<file path="src/rtl/core/ccs_pkg.sv">
// Shared types and constants for the C comment stripper.
// Used by the scanner, the result queue and the top level; depends on nothing.
package ccs_pkg;

    localparam logic [7:0] CH_SLASH = 8'h2F;
    localparam logic [7:0] CH_STAR  = 8'h2A;
    localparam logic [7:0] CH_NL    = 8'h0A;

    localparam logic [2:0] M_NORMAL = 3'd0;
    localparam logic [2:0] M_SLASH  = 3'd1;
    localparam logic [2:0] M_LINE   = 3'd2;
    localparam logic [2:0] M_BFIRST = 3'd3;
    localparam logic [2:0] M_BLOCK  = 3'd4;
    localparam logic [2:0] M_BSLASH = 3'd5;
    localparam logic [2:0] M_BSTAR  = 3'd6;

    localparam int QDEPTH = 4;
    localparam int QAW    = $clog2(QDEPTH);

    typedef struct packed {
        logic [7:0] out_byte;
        logic       byte_valid;
        logic       nest_error;
        logic       done_res;
        logic       last;
    } ccs_res_t;

    function automatic ccs_res_t ccs_mk(input logic [7:0] b, input logic v,
                                        input logic d, input logic ne);
        ccs_res_t r;
        r.out_byte   = b;
        r.byte_valid = v;
        r.nest_error = ne;
        r.done_res   = d;
        r.last       = 1'b0;
        return r;
    endfunction

endpackage

</file>
<file path="src/rtl/core/ccs_scan.sv">
// Comment scanner: mode registers and the per-byte decode that yields up to two words.
// Depends on ccs_pkg.
module ccs_scan import ccs_pkg::*; (
    input  logic       aclk,
    input  logic       aresetn,
    input  logic       take,
    input  logic       req_type,
    input  logic [7:0] in_byte,
    output ccs_res_t   res0,
    output ccs_res_t   res1,
    output logic [1:0] res_cnt
);

    logic [2:0] mode_reg, mode_next;
    logic       pad_reg, pad_next;
    logic       nest_reg, nest_next;
    ccs_res_t   r0, r1;
    logic [1:0] cnt;

    always_comb begin
        mode_next = mode_reg;
        pad_next  = pad_reg;
        nest_next = nest_reg;
        r0  = ccs_mk(8'h00, 1'b0, 1'b0, nest_reg);
        r1  = ccs_mk(8'h00, 1'b0, 1'b0, nest_reg);
        cnt = 2'd0;
        if (req_type) begin
            mode_next = M_NORMAL;
            pad_next  = 1'b0;
            if (mode_reg == M_SLASH) begin
                r0  = ccs_mk(CH_SLASH, 1'b1, 1'b0, nest_reg);
                r1  = ccs_mk(8'h00, 1'b0, 1'b1, nest_reg);
                cnt = 2'd2;
            end else if (mode_reg >= M_BFIRST && mode_reg <= M_BSTAR && pad_reg) begin
                r0  = ccs_mk(CH_NL, 1'b1, 1'b0, nest_reg);
                r1  = ccs_mk(8'h00, 1'b0, 1'b1, nest_reg);
                cnt = 2'd2;
            end else begin
                r0  = ccs_mk(8'h00, 1'b0, 1'b1, nest_reg);
                cnt = 2'd1;
            end
        end else begin
            case (mode_reg)
                M_SLASH: begin
                    if (in_byte == CH_STAR) begin
                        mode_next = M_BFIRST;
                        pad_next  = 1'b0;
                    end else if (in_byte == CH_SLASH) begin
                        mode_next = M_LINE;
                    end else begin
                        r0  = ccs_mk(CH_SLASH, 1'b1, 1'b0, nest_reg);
                        r1  = ccs_mk(in_byte, 1'b1, 1'b0, nest_reg);
                        cnt = 2'd2;
                        mode_next = M_NORMAL;
                    end
                end
                M_LINE: begin
                    if (in_byte == CH_NL) begin
                        r0  = ccs_mk(in_byte, 1'b1, 1'b0, nest_reg);
                        cnt = 2'd1;
                        mode_next = M_NORMAL;
                    end
                end
                M_BFIRST, M_BLOCK, M_BSTAR: begin
                    if (in_byte == CH_SLASH && mode_reg != M_BLOCK) begin
                        mode_next = M_NORMAL;
                        pad_next  = 1'b0;
                        if (pad_reg) begin
                            r0  = ccs_mk(CH_NL, 1'b1, 1'b0, nest_reg);
                            cnt = 2'd1;
                        end
                    end else if (in_byte == CH_NL) begin
                        pad_next  = 1'b1;
                        mode_next = M_BLOCK;
                    end else if (in_byte == CH_SLASH) begin
                        mode_next = M_BSLASH;
                    end else if (in_byte == CH_STAR) begin
                        mode_next = M_BSTAR;
                    end else begin
                        mode_next = M_BLOCK;
                    end
                end
                M_BSLASH: begin
                    if (in_byte == CH_STAR) begin
                        nest_next = 1'b1;
                        mode_next = M_BSTAR;
                    end else begin
                        if (in_byte == CH_NL) begin
                            pad_next = 1'b1;
                        end
                        mode_next = M_BLOCK;
                    end
                end
                default: begin
                    if (in_byte == CH_SLASH) begin
                        mode_next = M_SLASH;
                    end else begin
                        r0  = ccs_mk(in_byte, 1'b1, 1'b0, nest_reg);
                        cnt = 2'd1;
                        mode_next = M_NORMAL;
                    end
                end
            endcase
        end
        if (cnt == 2'd1) begin
            r0.last = 1'b1;
        end
        if (cnt == 2'd2) begin
            r1.last = 1'b1;
        end
    end

    always_ff @(posedge aclk) begin
        if (!aresetn) begin
            mode_reg <= M_NORMAL;
            pad_reg  <= 1'b0;
            nest_reg <= 1'b0;
        end else if (take) begin
            mode_reg <= mode_next;
            pad_reg  <= pad_next;
            nest_reg <= nest_next;
        end
    end

    assign res0    = r0;
    assign res1    = r1;
    assign res_cnt = cnt;

`ifndef SYNTHESIS
    a_nest_sticky: assert property (@(posedge aclk) disable iff (!aresetn)
        nest_reg |=> nest_reg)
        else $error("nest error flag cleared without reset");
    a_pad_in_block: assert property (@(posedge aclk) disable iff (!aresetn)
        pad_reg |-> (mode_reg >= M_BFIRST && mode_reg <= M_BSTAR))
        else $error("pending newline outside a block comment");
`endif

endmodule

</file>
<file path="src/rtl/core/ccs_queue.sv">
// Result queue: takes zero, one or two words per cycle and hands out one word per cycle while pop_ready is high.
// Depends on ccs_pkg.
module ccs_queue import ccs_pkg::*; (
    input  logic       aclk,
    input  logic       aresetn,
    input  logic [1:0] push_cnt,
    input  ccs_res_t   push0,
    input  ccs_res_t   push1,
    output logic       room2,
    output logic       pop_valid,
    input  logic       pop_ready,
    output ccs_res_t   pop_data
);

    ccs_res_t         mem_reg [QDEPTH];
    logic [QAW-1:0]   wr_ptr_reg, rd_ptr_reg;
    logic [QAW:0]     count_reg;
    logic             pop;
    logic [QAW-1:0]   wr_ptr1;

    assign pop       = pop_valid && pop_ready;
    assign pop_valid = count_reg != '0;
    assign pop_data  = mem_reg[rd_ptr_reg];
    assign room2     = count_reg <= (QAW+1)'(QDEPTH - 2);
    assign wr_ptr1   = wr_ptr_reg + QAW'(1);

    always_ff @(posedge aclk) begin
        if (push_cnt != 2'd0) begin
            mem_reg[wr_ptr_reg] <= push0;
        end
        if (push_cnt == 2'd2) begin
            mem_reg[wr_ptr1] <= push1;
        end
    end

    always_ff @(posedge aclk) begin
        if (!aresetn) begin
            wr_ptr_reg <= '0;
            rd_ptr_reg <= '0;
            count_reg  <= '0;
        end else begin
            wr_ptr_reg <= wr_ptr_reg + QAW'(push_cnt);
            if (pop) begin
                rd_ptr_reg <= rd_ptr_reg + QAW'(1);
            end
            count_reg <= count_reg + (QAW+1)'(push_cnt) - (QAW+1)'(pop);
        end
    end

`ifndef SYNTHESIS
    a_no_overflow: assert property (@(posedge aclk) disable iff (!aresetn)
        push_cnt != 2'd0 |-> count_reg + (QAW+1)'(push_cnt) <= (QAW+1)'(QDEPTH))
        else $error("result queue overflow");
`endif

endmodule

</file>
<file path="src/rtl/core/c_comment_stripper.sv">
// Top level of the C comment stripper: input handshake, scanner and result queue.
// Depends on ccs_pkg, ccs_scan and ccs_queue.
//
// Text enters one word per cycle and leaves with C block and line comments removed;
// an end-of-stream word flushes a pending slash or padding newline and yields a done
// word. Each input word is decoded in the cycle it is accepted and its zero, one or
// two output words land in a four-entry queue that drives the m_ port from registers.
// The input takes one word every cycle while the queue has room for two more, so with
// m_ready held high the sustained rate is one input word per cycle; words that expand to
// two output words are limited by the single output word per cycle.
module c_comment_stripper import ccs_pkg::*; (
    input  logic       aclk,
    input  logic       aresetn,
    input  logic       s_valid,
    output logic       s_ready,
    input  logic       s_req_type,
    input  logic [7:0] s_in_byte,
    output logic       m_valid,
    input  logic       m_ready,
    output logic [7:0] m_out_byte,
    output logic       m_byte_valid,
    output logic       m_nest_error,
    output logic       m_done_res,
    output logic       m_last
);

    logic       take;
    logic       room2;
    ccs_res_t   res0, res1, head;
    logic [1:0] res_cnt;
    logic [1:0] push_cnt;

    assign s_ready  = room2;
    assign take     = s_valid && s_ready;
    assign push_cnt = take ? res_cnt : 2'd0;

    ccs_scan u_scan (
        .aclk     (aclk),
        .aresetn  (aresetn),
        .take     (take),
        .req_type (s_req_type),
        .in_byte  (s_in_byte),
        .res0     (res0),
        .res1     (res1),
        .res_cnt  (res_cnt)
    );

    ccs_queue u_queue (
        .aclk      (aclk),
        .aresetn   (aresetn),
        .push_cnt  (push_cnt),
        .push0     (res0),
        .push1     (res1),
        .room2     (room2),
        .pop_valid (m_valid),
        .pop_ready (m_ready),
        .pop_data  (head)
    );

    assign m_out_byte   = head.out_byte;
    assign m_byte_valid = head.byte_valid;
    assign m_nest_error = head.nest_error;
    assign m_done_res   = head.done_res;
    assign m_last       = head.last;

`ifndef SYNTHESIS
    a_empty_is_done: assert property (@(posedge aclk) disable iff (!aresetn)
        (m_valid && !m_byte_valid) |-> (m_done_res && m_last))
        else $error("word without a character is not the final done word");
    a_done_no_byte: assert property (@(posedge aclk) disable iff (!aresetn)
        (m_valid && m_done_res) |-> (!m_byte_valid && m_out_byte == 8'h00))
        else $error("done word carries a character");
`endif

endmodule

</file>
<file path="config.mk">
export PLATFORM = sky130hd
export DESIGN_NAME = c_comment_stripper
export DESIGN_NICKNAME = d
export VERILOG_FILES = /design/src/rtl/core/ccs_pkg.sv /design/src/rtl/core/ccs_scan.sv /design/src/rtl/core/ccs_queue.sv /design/src/rtl/core/c_comment_stripper.sv
export SDC_FILE = /design/constraint.sdc
export NUM_CORES = 1
export LEC_CHECK = 0
export BUFFER_PORTS_ARGS = -buffer_cell sky130_fd_sc_hd__buf_2
export CORE_MARGIN = 1
export CORE_UTILIZATION = 53
export CTS_BUF_LIST = sky130_fd_sc_hd__clkbuf_2 sky130_fd_sc_hd__clkbuf_4 sky130_fd_sc_hd__clkbuf_8
export CTS_CLUSTER_DIAMETER = 80
export DETAILED_ROUTE_END_ITERATION = 8
export MAX_ROUTING_LAYER = met4
export PLACE_DENSITY = 0.75
export SYNTH_ARGS = -nofsm -noshare
export SYNTH_HDL_FRONTEND = slang
export SYNTH_SLANG_ARGS = --single-unit
</file>
<file path="constraint.sdc">
create_clock -name aclk -period 4.6 [get_ports aclk]
set_input_delay 0.46 -clock aclk [delete_from_list [all_inputs] [get_ports aclk]]
set_output_delay 0.46 -clock aclk [all_outputs]
set_load 0.02 [all_outputs]
</file>
==> flow_summary.toml <==
[sta]
setup_viol = 0
hold_violations = 0
min_period_ns = 3.257
max_freq_ghz = 0.3070
slew_headroom_pct = 46.73
grt_setup_unrepaired = "no"
drv_slew = 0
fin_tns_setup_ns = 0
hold_slack_ns = 0.4383
clock_skew_ns = 0.007877
finalCritPeriodShare_pct = 70.80
worst_pin_slew_ns = 0.7980

[worst_setup_path]
crit_type = "reg2reg"
crit_path_top_delay_cell = "dfxtp_1"
required_ns = 4.85
critPathLaunchType = "flip-flop"
r2r_cells = 9
reg2reg_from = "u_scan.mode_reg[0]"
critPathMaxFanout = 18
arrival_ns = 3.50
worst-r2r-setup-slack_ns = 1.34
cpPeakStageDelay_ns = 0.66
end_kind = "flip-flop"
reg2reg_to = "u_queue.count_reg[2]"
critical_path.cell_chain = "nor3b_1 -> o31ai_4 -> a21oi_1 -> inv_1 -> ha_1 -> fa_1 -> xor2_1 -> xnor2_1 -> and2_1"

[detailed_routing]
wire_per_inst_um = 17.78
totalWireLength_um = 6986
vias = 2380
drt-pass1-iter-count = 4
drc = 0
via_per_inst = 6.056
drt_iter0_markers = 216
final_antenna_net_count = 0

[placed_design]
hpwlAfterDp_um = 5100
gp_congestion = 0.9373
placed_cell_area_um2 = 3516
dp.cells = 377
io_buffers = 26

[die]
io_pins = 27
placementRows = 28
start_util_pct = 55.58
die_height_um = 81.26
die_area_um2 = 6603
coreArea_um2 = 5991
die_w_um = 81.26

[cells_and_area]
area_delta_synth_final_pct = 11.16
fin_nets = 331
diodes = 0
nFillCells = 496
layout.cells.non_filler = 393
final_area_um2 = 3701
drive_above_1_share_pct = 24.53
largest_reg_flops = 48

[worst_hold_path]
min-delay-path-class = "in2reg"
min_from = "aresetn"
hold_path_end = "u_scan.pad_reg"
hold_depth = 2

[cts]
numCtsBuffers = 9
postCtsResizedCells = 0
tritoncts = "built"
clk_pin_slew_worst_paths_ns = 0.07
postCtsSetupBuffers = 0
holdBufCountCts = 0
insertion_delay_ns = 0.35
htreeDepth = 3
clk_path_buf_depth = 2
root_buffer = "clkbuf_8"
cts_sinks = 62

[synthesis]
ys_warn_count = 0
synth_area_leader_cell = "edfxtp_1"
syn_inst = 289
async_flop_share_pct = 0
synth.distinct_cells = 59
avgSynthCellArea_um2 = 11.52
syn_area_um2 = 3329
ys_ff_latch = 62
yosysMostFrequentCell = "edfxtp_1"
yosysSeqAreaShare_pct = 51.71
syn_nets = 307
synth_top_flop_cell = "edfxtp_1"
yosysTopAreaCellShare_pct = 43.29
synth_edf_count = 48
synth_common_cells = "edfxtp_1, a21oi_1, nor2_1, nand2_1, dfxtp_1"
yosys-top-cells-area = "edfxtp_1, dfxtp_1, mux4_2, a21oi_1, nor2_1"

[global_routing]
grt_usage_pct = 24.38
grt_pass1_wl_um = 11220
overflow = 0
first_global_vias = 2177
grt_max_degree = 20
antenna_found_initial = 0

[power]
irDropWorstVdd_uv = 294.4
power_mw = 1.636
power_density_nw_per_um2 = 442.1
p_leak_nw = 1.349

[outcome]
outcome = "finished, final reports clean"

[flow_run]
cap_violations = 0
## report_power, final
group / switching [mW] / internal [mW] / leakage (nW)
Clock: 0.210 / 0.236 / 0.0968
Sequential: 0.0638 / 0.681 / 0.553
Combinational: 0.239 / 0.207 / 0.699
Total: 0.513 / 1.12 / 1.35
## cells in the final DEF, fill, tap and decap left out, drive strengths merged, types with 3 or more instances in the layout
master	synthesis	layout
mux4	12	12
o21ai	7	7
ha	4	4
nor3b	3	3
buf	4	30
nor2b	5	5
nor4	4	4
xor2	4	4
a22oi	3	3
inv	9	10
dfxtp	14	14
nand2	26	26
nand2b	5	5
clkbuf	13	13
mux2	8	8
o22ai	4	4
edfxtp	48	48
nor3	3	3
mux2i	6	6
a21oi	26	26
nor2	27	27
or3	3	3
xnor2	4	4
and2	9	9
nand3	5	5
## worst max-delay path: cells and delay by family, from the launching register on
kind                     cells  cell delay, ns
flip-flops                   1            0.66
XOR/XNOR                     2            0.28
adder cells (fa/ha/maj)      2            0.75
AND/OR/NAND/NOR              2            0.79
buffers and inverters        1            0.11
AO/OA/AOI/OAI                2            0.57
## through the flow
step                util (%)  setup WS, ns
finish                 61.78         1.343
global route           61.78         1.184
CTS                    61.78         1.380
detailed placement     58.69         1.146
global placement       58.69         1.230
floorplan                  -         1.562
## cell families after synthesis
family / count (synthesis) / share of synthesized area (%)
mux: 26 / 12.63
simple gates: 102 / 15.97
fa+ha+maj: 5 / 2.105
compound gates: 60 / 12.44
flops: 62 / 51.71
xor+xnor: 8 / 2.104
buf+inv: 26 / 3.044
## cell type report
class                   count  area, um^2  share of cell area [%]
flip-flops and latches     62        1722                   46.52
repair buffers             30       160.2                   4.327
clock inverters             3       18.77                  0.5071
clock buffers              13       166.4                   4.496
multi-input cells         201        1506                   40.70
inverters                   9       33.78                  0.9128
well taps                  75       93.84                   2.535
## routing by layer
metal | wire, um | GRT usage [%] | vias to the layer above
li1 | - | - | 1135
met1 | 3140 | 31.60 | 1143
met2 | 3218 | 34.33 | 84
met3 | 433 | 6.517 | 18
met4 | 193 | 13.57 | 0
met5 | 0 | - | -
## how the worst max path moves through the flow
stage | from | slack [ns] | endpoint
2_1_floorplan | s_in_byte[4] | 1.56 | u_queue.count_reg[2]
3_3_place_gp | s_in_byte[4] | 1.23 | u_queue.count_reg[2]
3_5_place_dp | s_in_byte[4] | 1.15 | u_queue.count_reg[2]
4_1_cts | u_scan.mode_reg[0] | 1.38 | u_queue.count_reg[2]
5_1_grt | u_scan.mode_reg[0] | 1.18 | u_queue.count_reg[2]
6_report | u_scan.mode_reg[0] | 1.34 | u_queue.count_reg[2]
Power figures use the tool's default switching activity.
